### config.mk
export PLATFORM = sky130hd
export DESIGN_NAME = aabb_collision_resolver_core
export DESIGN_NICKNAME = d
export VERILOG_FILES = /design/src/sv/acr_pkg.sv /design/src/sv/acr_ram.sv /design/src/sv/acr_datapath.sv /design/src/sv/acr_ctrl.sv /design/src/sv/aabb_collision_resolver_core.sv
export SDC_FILE = /design/constraint.sdc
export NUM_CORES = 2
export LEC_CHECK = 0
export BUFFER_PORTS_ARGS = -buffer_cell sky130_fd_sc_hd__buf_2
export CAP_MARGIN = 0
export CORE_ASPECT_RATIO = 1.2
export CORE_MARGIN = 2
export CORE_UTILIZATION = 55
export DETAILED_ROUTE_END_ITERATION = 12
export PLACE_DENSITY_LB_ADDON = 0.1
export SYNTH_ARGS = -nofsm -noshare
export SYNTH_HDL_FRONTEND = slang
export SYNTH_HIERARCHICAL = 1
export SYNTH_MEMORY_MAX_BITS = 65536
export SYNTH_SLANG_ARGS = --single-unit
### constraint.sdc
create_clock -name aclk -period 8 [get_ports aclk]
set_clock_uncertainty 0.05 [all_clocks]
set_input_delay 1.2 -clock aclk [delete_from_list [all_inputs] [get_ports aclk]]
set_output_delay 1.2 -clock aclk [all_outputs]
set_load 0.01 [all_outputs]
### src/sv/acr_pkg.sv
// Shared types, field layouts and helper functions of the AABB collision resolver.
package acr_pkg;

    // Coordinate format: signed, 4 fraction bits, fixed by the stream field widths.
    localparam int COORD_BITS = 20;
    localparam int SIZE_BITS  = 19;
    localparam int MOVE_BITS  = 16;
    localparam int CNT_BITS   = 7;
    // Internal width for edge sums; covers coordinate plus two sizes without overflow.
    localparam int EXT_W      = COORD_BITS + 3;

    localparam logic signed [EXT_W-1:0] COORD_HI = EXT_W'(2**(COORD_BITS-1) - 1);
    localparam logic signed [EXT_W-1:0] COORD_LO = EXT_W'(-(2**(COORD_BITS-1)));

    // Configuration register indexes.
    localparam logic [1:0] REG_HITBOX_W  = 2'd0;
    localparam logic [1:0] REG_HITBOX_H  = 2'd1;
    localparam logic [1:0] REG_OBST_CNT  = 2'd2;

    // Input item payload, last field in the lowest bits.
    typedef struct packed {
        logic [3:0]                  pad;
        logic signed [MOVE_BITS-1:0]  move_y;
        logic signed [MOVE_BITS-1:0]  move_x;
        logic signed [COORD_BITS-1:0] pos_y;
        logic signed [COORD_BITS-1:0] pos_x;
        logic [SIZE_BITS-1:0]         rect_height;
        logic [SIZE_BITS-1:0]         rect_width;
        logic signed [COORD_BITS-1:0] rect_top;
        logic signed [COORD_BITS-1:0] rect_left;
        logic [5:0]                   entry_index;
    } acr_in_t;

    // Result item payload, last field in the lowest bits.
    typedef struct packed {
        logic [6:0]                   pad;
        logic                         on_ground;
        logic signed [MOVE_BITS-1:0]  new_move_y;
        logic signed [COORD_BITS-1:0] new_pos_y;
        logic signed [COORD_BITS-1:0] new_pos_x;
    } acr_out_t;

    // One obstacle table word.
    typedef struct packed {
        logic signed [COORD_BITS-1:0] left;
        logic signed [COORD_BITS-1:0] top;
        logic [SIZE_BITS-1:0]         width;
        logic [SIZE_BITS-1:0]         height;
    } acr_entry_t;

    localparam int IN_TDATA_W  = $bits(acr_in_t);
    localparam int OUT_TDATA_W = $bits(acr_out_t);
    localparam int ENTRY_W     = $bits(acr_entry_t);

    // Controller states, one-hot.
    typedef enum logic [3:0] {
        ST_IDLE  = 4'b0001,
        ST_XSCAN = 4'b0010,
        ST_YSCAN = 4'b0100,
        ST_OUT   = 4'b1000
    } acr_state_t;

    // Commands from the controller to the datapath.
    typedef struct packed {
        logic step_load;
        logic entry_write;
        logic rd_en;
        logic x_apply;
        logic y_move;
        logic y_apply;
        logic out_load;
    } acr_cmd_t;

    // Clamp a widened coordinate to the signed coordinate range.
    function automatic logic [COORD_BITS-1:0] sat_coord(input logic signed [EXT_W-1:0] v);
        logic [COORD_BITS-1:0] r;
        if (v > COORD_HI) begin
            r = COORD_HI[COORD_BITS-1:0];
        end else if (v < COORD_LO) begin
            r = COORD_LO[COORD_BITS-1:0];
        end else begin
            r = v[COORD_BITS-1:0];
        end
        return r;
    endfunction

endpackage

### src/sv/acr_ram.sv
// Generic single-port-write, single-port-read RAM with registered read data.
module acr_ram
    #(
        parameter int WIDTH = 8,
        parameter int DEPTH = 16,
        localparam int ADDR_W = (DEPTH > 1) ? $clog2(DEPTH) : 1
    )
    (
        input  logic              aclk,
        input  logic              wr_en,
        input  logic [ADDR_W-1:0] wr_addr,
        input  logic [WIDTH-1:0]  wr_data,
        input  logic              rd_en,
        input  logic [ADDR_W-1:0] rd_addr,
        output logic [WIDTH-1:0]  rd_data
    );

    logic [WIDTH-1:0] mem_reg [DEPTH];
    logic [WIDTH-1:0] rd_data_reg;

    // Write port and registered read port.
    always_ff @(posedge aclk) begin
        if (wr_en) begin
            mem_reg[wr_addr] <= wr_data;
        end
        if (rd_en) begin
            rd_data_reg <= mem_reg[rd_addr];
        end
    end

    assign rd_data = rd_data_reg;

endmodule

### src/sv/acr_datapath.sv
// Datapath: obstacle table, hitbox registers, overlap test, push-back and result register.
module acr_datapath
    import acr_pkg::*;
    #(
        parameter int MAX_OBSTACLES = 64,
        localparam int AW = (MAX_OBSTACLES > 1) ? $clog2(MAX_OBSTACLES) : 1
    )
    (
        input  logic                   aclk,
        input  logic                   aresetn,
        input  acr_cmd_t               cmd,
        input  logic [AW-1:0]          rd_addr,
        input  logic                   cfg_we,
        input  logic [1:0]             cfg_index,
        input  logic [SIZE_BITS-1:0]   cfg_data,
        input  logic [IN_TDATA_W-1:0]  s_tdata,
        output logic [OUT_TDATA_W-1:0] m_tdata
    );

    acr_in_t    in_item;
    acr_entry_t wr_entry;
    acr_entry_t rd_entry;
    logic [ENTRY_W-1:0] rd_word;
    logic       entry_in_range;

    logic [SIZE_BITS-1:0] hit_w_reg;
    logic [SIZE_BITS-1:0] hit_h_reg;

    logic signed [COORD_BITS-1:0] x_reg, x_next;
    logic signed [COORD_BITS-1:0] y_reg, y_next;
    logic signed [MOVE_BITS-1:0]  mx_reg;
    logic signed [MOVE_BITS-1:0]  vy_reg, vy_next;
    logic                         ground_reg, ground_next;
    acr_out_t                     out_item_reg;

    // Widened operands; every one signed so compares stay signed.
    logic signed [EXT_W-1:0] x_e, y_e, mx_e, vy_e, px_e;
    logic signed [EXT_W-1:0] bw_e, bh_e, half_e, ceil_e;
    logic signed [EXT_W-1:0] l_e, t_e, w_e, h_e, r_e, b_e;
    logic signed [EXT_W-1:0] box_l, box_r, box_t;
    logic                    sizes_ok, overlap;
    logic                    mx_pos, mx_neg, vy_pos, vy_neg;

    assign in_item = s_tdata;

    // Hitbox size registers.
    always_ff @(posedge aclk) begin
        if (!aresetn) begin
            hit_w_reg <= '0;
            hit_h_reg <= '0;
        end else if (cfg_we) begin
            if (cfg_index == REG_HITBOX_W) begin
                hit_w_reg <= cfg_data;
            end
            if (cfg_index == REG_HITBOX_H) begin
                hit_h_reg <= cfg_data;
            end
        end
    end

    // Obstacle table; loads to slots beyond the table are dropped.
    assign entry_in_range = (32'(in_item.entry_index) < 32'(MAX_OBSTACLES));
    assign wr_entry.left   = in_item.rect_left;
    assign wr_entry.top    = in_item.rect_top;
    assign wr_entry.width  = in_item.rect_width;
    assign wr_entry.height = in_item.rect_height;

    acr_ram #(
        .WIDTH (ENTRY_W),
        .DEPTH (MAX_OBSTACLES)
    ) u_table (
        .aclk    (aclk),
        .wr_en   (cmd.entry_write && entry_in_range),
        .wr_addr (AW'(in_item.entry_index)),
        .wr_data (wr_entry),
        .rd_en   (cmd.rd_en),
        .rd_addr (rd_addr),
        .rd_data (rd_word)
    );

    assign rd_entry = rd_word;

    // Operand extension.
    assign x_e    = EXT_W'(x_reg);
    assign y_e    = EXT_W'(y_reg);
    assign mx_e   = EXT_W'(in_item.move_x);
    assign vy_e   = EXT_W'(vy_reg);
    assign px_e   = EXT_W'(in_item.pos_x);
    assign bw_e   = EXT_W'(hit_w_reg);
    assign bh_e   = EXT_W'(hit_h_reg);
    assign half_e = EXT_W'(hit_w_reg[SIZE_BITS-1:1]);
    assign ceil_e = bw_e - half_e;
    assign l_e    = EXT_W'(rd_entry.left);
    assign t_e    = EXT_W'(rd_entry.top);
    assign w_e    = EXT_W'(rd_entry.width);
    assign h_e    = EXT_W'(rd_entry.height);
    assign r_e    = l_e + w_e;
    assign b_e    = t_e + h_e;

    // Strict overlap of the hitbox with the obstacle just read.
    assign box_l    = x_e - half_e;
    assign box_r    = x_e + ceil_e;
    assign box_t    = y_e - bh_e;
    assign sizes_ok = (hit_w_reg != '0) && (hit_h_reg != '0)
                   && (rd_entry.width != '0) && (rd_entry.height != '0);
    assign overlap  = sizes_ok && (box_l < r_e) && (l_e < box_r)
                   && (box_t < b_e) && (t_e < y_e);

    assign mx_pos = !mx_reg[MOVE_BITS-1] && (mx_reg != '0);
    assign mx_neg = mx_reg[MOVE_BITS-1];
    assign vy_pos = !vy_reg[MOVE_BITS-1] && (vy_reg != '0);
    assign vy_neg = vy_reg[MOVE_BITS-1];

    // Position and speed updates.
    always_comb begin
        x_next      = x_reg;
        y_next      = y_reg;
        vy_next     = vy_reg;
        ground_next = ground_reg;
        if (cmd.step_load) begin
            x_next      = sat_coord(px_e + mx_e);
            y_next      = in_item.pos_y;
            vy_next     = in_item.move_y;
            ground_next = 1'b0;
        end
        if (cmd.x_apply && overlap) begin
            if (mx_pos) begin
                x_next = sat_coord(l_e - ceil_e);
            end else if (mx_neg) begin
                x_next = sat_coord(r_e + half_e);
            end
        end
        if (cmd.y_move) begin
            y_next = sat_coord(y_e + vy_e);
        end
        if (cmd.y_apply && overlap) begin
            if (vy_pos) begin
                y_next      = sat_coord(t_e);
                vy_next     = '0;
                ground_next = 1'b1;
            end else if (vy_neg) begin
                y_next  = sat_coord(b_e + bh_e);
                vy_next = '0;
            end
        end
    end

    // Working registers; the horizontal move is kept for the push direction.
    always_ff @(posedge aclk) begin
        x_reg      <= x_next;
        y_reg      <= y_next;
        vy_reg     <= vy_next;
        ground_reg <= ground_next;
        if (cmd.step_load) begin
            mx_reg <= in_item.move_x;
        end
    end

    // Result register.
    always_ff @(posedge aclk) begin
        if (cmd.out_load) begin
            out_item_reg.pad        <= '0;
            out_item_reg.on_ground  <= ground_reg;
            out_item_reg.new_move_y <= vy_reg;
            out_item_reg.new_pos_y  <= y_reg;
            out_item_reg.new_pos_x  <= x_reg;
        end
    end

    assign m_tdata = out_item_reg;

endmodule

### src/sv/acr_ctrl.sv
// Controller: item intake, two table scans per step, and the result handshake.
module acr_ctrl
    import acr_pkg::*;
    #(
        parameter int MAX_OBSTACLES = 64,
        localparam int AW = (MAX_OBSTACLES > 1) ? $clog2(MAX_OBSTACLES) : 1,
        localparam int CW = $clog2(MAX_OBSTACLES + 1),
        localparam int NW = (CW > CNT_BITS) ? CW : CNT_BITS
    )
    (
        input  logic                aclk,
        input  logic                aresetn,
        input  logic                s_tvalid,
        output logic                s_tready,
        input  logic                s_tuser,
        output logic                m_tvalid,
        input  logic                m_tready,
        input  logic                cfg_we,
        input  logic [1:0]          cfg_index,
        input  logic [CNT_BITS-1:0] cfg_count,
        output acr_cmd_t            cmd,
        output logic [AW-1:0]       rd_addr
    );

    acr_state_t          state_reg, state_next;
    logic [CW-1:0]       idx_reg, idx_next;
    logic                pend_reg, pend_next;
    logic                out_valid_reg, out_valid_next;
    logic [CNT_BITS-1:0] count_reg;
    logic [NW-1:0]       count_ext;
    logic [CW-1:0]       scan_len;
    logic                accept;

    // Obstacle count register, clamped to the table depth for scanning.
    always_ff @(posedge aclk) begin
        if (!aresetn) begin
            count_reg <= '0;
        end else if (cfg_we && (cfg_index == REG_OBST_CNT)) begin
            count_reg <= cfg_count;
        end
    end

    assign count_ext = NW'(count_reg);
    assign scan_len  = (count_ext > NW'(MAX_OBSTACLES)) ? CW'(MAX_OBSTACLES) : CW'(count_ext);

    assign s_tready = (state_reg == ST_IDLE);
    assign accept   = s_tvalid && s_tready;
    assign rd_addr  = idx_reg[AW-1:0];
    assign m_tvalid = out_valid_reg;

    // Sequencer: a table read goes out in each scan cycle but the last, and its data is used in the next cycle.
    always_comb begin
        state_next = state_reg;
        idx_next   = idx_reg;
        pend_next  = 1'b0;
        cmd        = '0;
        case (state_reg)
            ST_IDLE: begin
                if (accept) begin
                    if (s_tuser) begin
                        cmd.step_load = 1'b1;
                        idx_next      = '0;
                        state_next    = ST_XSCAN;
                    end else begin
                        cmd.entry_write = 1'b1;
                    end
                end
            end
            ST_XSCAN: begin
                cmd.x_apply = pend_reg;
                if (idx_reg == scan_len) begin
                    cmd.y_move = 1'b1;
                    idx_next   = '0;
                    state_next = ST_YSCAN;
                end else begin
                    cmd.rd_en = 1'b1;
                    idx_next  = idx_reg + 1'b1;
                    pend_next = 1'b1;
                end
            end
            ST_YSCAN: begin
                cmd.y_apply = pend_reg;
                if (idx_reg == scan_len) begin
                    state_next = ST_OUT;
                end else begin
                    cmd.rd_en = 1'b1;
                    idx_next  = idx_reg + 1'b1;
                    pend_next = 1'b1;
                end
            end
            ST_OUT: begin
                if (!out_valid_reg || m_tready) begin
                    cmd.out_load = 1'b1;
                    state_next   = ST_IDLE;
                end
            end
            default: begin
                state_next = ST_IDLE;
            end
        endcase
    end

    // Result valid flag: set on load, cleared when the item is taken.
    always_comb begin
        out_valid_next = out_valid_reg;
        if (cmd.out_load) begin
            out_valid_next = 1'b1;
        end else if (m_tready) begin
            out_valid_next = 1'b0;
        end
    end

    always_ff @(posedge aclk) begin
        if (!aresetn) begin
            state_reg     <= ST_IDLE;
            idx_reg       <= '0;
            pend_reg      <= 1'b0;
            out_valid_reg <= 1'b0;
        end else begin
            state_reg     <= state_next;
            idx_reg       <= idx_next;
            pend_reg      <= pend_next;
            out_valid_reg <= out_valid_next;
        end
    end

endmodule

### src/sv/aabb_collision_resolver_core.sv
// Top level of the AABB collision resolver: controller, datapath and configuration port.
//
//  Channel   Direction  Handshake            Payload
//  s_        in         s_tvalid/s_tready    s_tdata (step or load fields), s_tuser (action)
//  m_        out        m_tvalid/m_tready    m_tdata (resolved position, speed, on_ground)
//  cfg_      in         cfg_valid/cfg_ready  cfg_index, cfg_data
//
// A load item writes one table slot and leaves the input open for the next item.
// A step item closes the input from acceptance until its result is loaded; in between,
// the single read port of the obstacle table reads each of the N slots once in the x
// scan and once in the y scan, N being the clamped obstacle count.
// The result waits in an output register, and the next item is accepted while it waits;
// a step only stalls at its end if the previous result has still not been taken.
// Reset is synchronous and active low; the obstacle table holds no reset value.
module aabb_collision_resolver_core
    import acr_pkg::*;
    #(
        parameter int MAX_OBSTACLES = 64,
        localparam int AW = (MAX_OBSTACLES > 1) ? $clog2(MAX_OBSTACLES) : 1
    )
    (
        input  logic                   aclk,
        input  logic                   aresetn,
        input  logic                   s_tvalid,
        output logic                   s_tready,
        // Low to high: entry_index, rect_left, rect_top, rect_width, rect_height,
        // pos_x, pos_y, move_x, move_y, zero fill.
        input  logic [IN_TDATA_W-1:0]  s_tdata,
        // action: 0 load obstacle, 1 resolve step.
        input  logic                   s_tuser,
        output logic                   m_tvalid,
        input  logic                   m_tready,
        // Low to high: new_pos_x, new_pos_y, new_move_y, on_ground, zero fill.
        output logic [OUT_TDATA_W-1:0] m_tdata,
        input  logic                   cfg_valid,
        output logic                   cfg_ready,
        input  logic [1:0]             cfg_index,
        input  logic [SIZE_BITS-1:0]   cfg_data
    );

    acr_cmd_t      cmd;
    logic [AW-1:0] rd_addr;
    logic          cfg_we;

    // Configuration writes are always taken.
    assign cfg_ready = 1'b1;
    assign cfg_we    = cfg_valid && cfg_ready;

    acr_ctrl #(
        .MAX_OBSTACLES (MAX_OBSTACLES)
    ) u_ctrl (
        .aclk      (aclk),
        .aresetn   (aresetn),
        .s_tvalid  (s_tvalid),
        .s_tready  (s_tready),
        .s_tuser   (s_tuser),
        .m_tvalid  (m_tvalid),
        .m_tready  (m_tready),
        .cfg_we    (cfg_we),
        .cfg_index (cfg_index),
        .cfg_count (cfg_data[CNT_BITS-1:0]),
        .cmd       (cmd),
        .rd_addr   (rd_addr)
    );

    acr_datapath #(
        .MAX_OBSTACLES (MAX_OBSTACLES)
    ) u_datapath (
        .aclk      (aclk),
        .aresetn   (aresetn),
        .cmd       (cmd),
        .rd_addr   (rd_addr),
        .cfg_we    (cfg_we),
        .cfg_index (cfg_index),
        .cfg_data  (cfg_data),
        .s_tdata   (s_tdata),
        .m_tdata   (m_tdata)
    );

endmodule

==> reports/qor.txt <==
Seq/Total Area, Yosys - 0.7395
actual slew at the worst max-slew pin - 1413 ps
critical path arrival - 8380 ps
Total Power - 57310 uW
DP Cell Count - 15860
Critical Path Sink Type - register
CTS tree - built
fin nets - 11730
max FFs per register - 4992
CTS Sinks - 5258
initial antenna violation count - 70
Top FF cell, synth - edfxtp_1
H-tree Lvls - 6
Synth Area per Inst - 19.82 um^2
Final Critical Period - 7499 ps
Fillers - 26660
Post-synth EDFFs - 5143
CTS root buf - clkbuf_16
Area growth, synth to finish - 11.77%
Post-Synthesis Cell Area - 212000 um^2
final worst-path cycle share - 0.9373
Rel. slew slack - 0.05560
CTS-repair resized insts - 0
Yosys warnings - 6
Max-Cap Viols - 0
setup tns final - 0 ps
Total Wirelength - 614800 um
Storage cell area - 156800 um^2
layout cells sized above 1 - 0.2334
dpl hpwl - 345300 um
VDD IR-drop max - 0.0002532 V
DR pass1 iterations - 6
I/O pins - 254
Unique masters post-synth - 114
Hold Buf Count CTS - 0
Cells after Synth - 10700
CP Max Fanout - 15
Die Area - 390400 um^2
#FFs+latches synth - 5258
post-CTS setup buffers - 0
drt via density - 6.737
drt wl/cell - 36.55 um
total grt overflow - 0
fin cells - 16820
drt first-iter violations - 14390
most frequent cells in the layout - 5143 x edfxtp_1, 1248 x mux4_2, 534 x clkbuf_16
Setup Viol. Count Final - 0
total track usage - 0.3149
CP Class - reg -> reg
CTS max path bufs - 4
area of the multi-input gates - 52420 um^2
CP Launch Type - register
RD Place Congestion - 0.8719
global-route wire length before repair - 859700 um
crit-path most repeated cell - buf_4
Pins Over Slew Limit - 0
core area - 383500 um^2
crit path max-delay cell type - or4b_1
worst hold path class - in -> reg
PortBufs - 241
ys async rst share - 0
largest net degree at the start of global routing - 107
number of global-route vias before repair - 112600
crit-path max cell delay - 530 ps
Worst-Skew Late Latency - 1060 ps
# DRC - 0
most common cell after layout, fill and taps aside - edfxtp_1
Chip Height - 684.1 um
Lkg Pwr - 0.07318 uW
Max Freq - 133.4 MHz
endpoints failing hold - 0
Final ANT Viol Nets - 0
RSZ-0062 raised after global routing - no
clock buffer count from CTS - 520
status - completed
Rows - 249
Die W - 570.7 um
vias after detailed routing - 113300
final core utilization - 0.6178
power per cell area - 241.9 nW/um^2
CP Data Required Time - 8880 ps
Initial Util - 0.5527
Reg clk slew, reported paths - 60 ps
Yosys cell counts, types with 108 or more instances:
cell | count | share of area
a21oi_1 | 196 | 0.0046
a22oi_1 | 158 | 0.0056
buf_2 | 169 | 0.0040
clkbuf_1 | 236 | 0.0042
dfxtp_1 | 115 | 0.011
edfxtp_1 | 5143 | 0.73
ha_1 | 303 | 0.018
inv_1 | 184 | 0.0033
mux2i_1 | 188 | 0.0089
mux4_2 | 1248 | 0.13
nand2_1 | 444 | 0.0079
nand3_1 | 252 | 0.0060
nand4_1 | 126 | 0.0037
nor2_1 | 301 | 0.0053
o21ai_0 | 131 | 0.0031
o22ai_1 | 113 | 0.0033
xnor2_1 | 108 | 0.0045
where the power goes:
group,switching (uW),leakage [uW],internal (uW)
combinational,2090,0.0181,1270
sequential,175,0.0472,30400
clock,10300,0.00790,13100
worst max-delay path, delay by kind of cell, from the launching register on:
kind | cells | cell delay (ps)
xor gates and xnor gates | 2 | 380
AOI/OAI and AO/OA | 13 | 3050
buffers and inverters | 5 | 830
DFF | 1 | 330
adders and majority gates | 4 | 1120
and+or+nand+nor | 9 | 1610
per-stage QoR:
stage	setup WS (ps)	instance area (um^2)	hold slack (ps)
floorplan	100.1	212000	360.1
detailed placement	435.3	220700	395.0
finish	501.4	236900	297.7
CTS	375.8	236800	223.4
global route	92.11	236900	267.3
global placement	420.9	220700	403.8
cell families (layout without fill, tap and decap cells):
| family | Yosys count | count (layout) | share of synthesized area |
|---|---|---|---|
| AOI/OAI and AO/OA | 1174 | 1174 | 0.03868 |
| and+or+nand+nor | 1602 | 1602 | 0.03728 |
| DFF | 5258 | 5258 | 0.7395 |
| muxes | 1440 | 1440 | 0.1418 |
| adders and majority gates | 315 | 315 | 0.01897 |
| buffers and inverters | 723 | 1658 | 0.01632 |
| other | 2 | 48 | 0.00003543 |
| xor gates and xnor gates | 181 | 181 | 0.007479 |
final timing paths:
| kind | from | endpoint | slack [ps] | cells past startpoint |
|---|---|---|---|---|
| setup / recovery | u_datapath/hit_w_reg[0] | u_datapath/y_reg[0] | 500 | 33 |
| hold / removal | s_tdata[124] | u_datapath/mx_reg[0] | 300 | 1 |
| setup reg to reg | u_datapath/hit_w_reg[0] | u_datapath/y_reg[0] | 500 | 33 |
| hold reg to reg | u_datapath/ground_reg | u_datapath/m_tdata[56] | 420 | 0 |
routing by layer:
layer / GRT usage / vias up / share of wire
li1: - / 45450 / -
met1: 0.4378 / 60760 / 0.38
met2: 0.5036 / 6011 / 0.48
met3: 0.06229 / 1062 / 0.10
met4: 0.1056 / 48 / 0.038
met5: 0.001728 / - / 0.00060
layout make-up:
cell class              instances  share of cell area
flip-flops and latches       5258              0.6616
diodes                         40           0.0004225
well taps                    5145             0.02717
repair buffers                545             0.01874
multi-input cells            4720              0.2213
clock buffers                 634             0.05816
inverters                     187            0.002963
clock inverters               292            0.009654
Note: power is estimated with default switching activity, not from simulation.
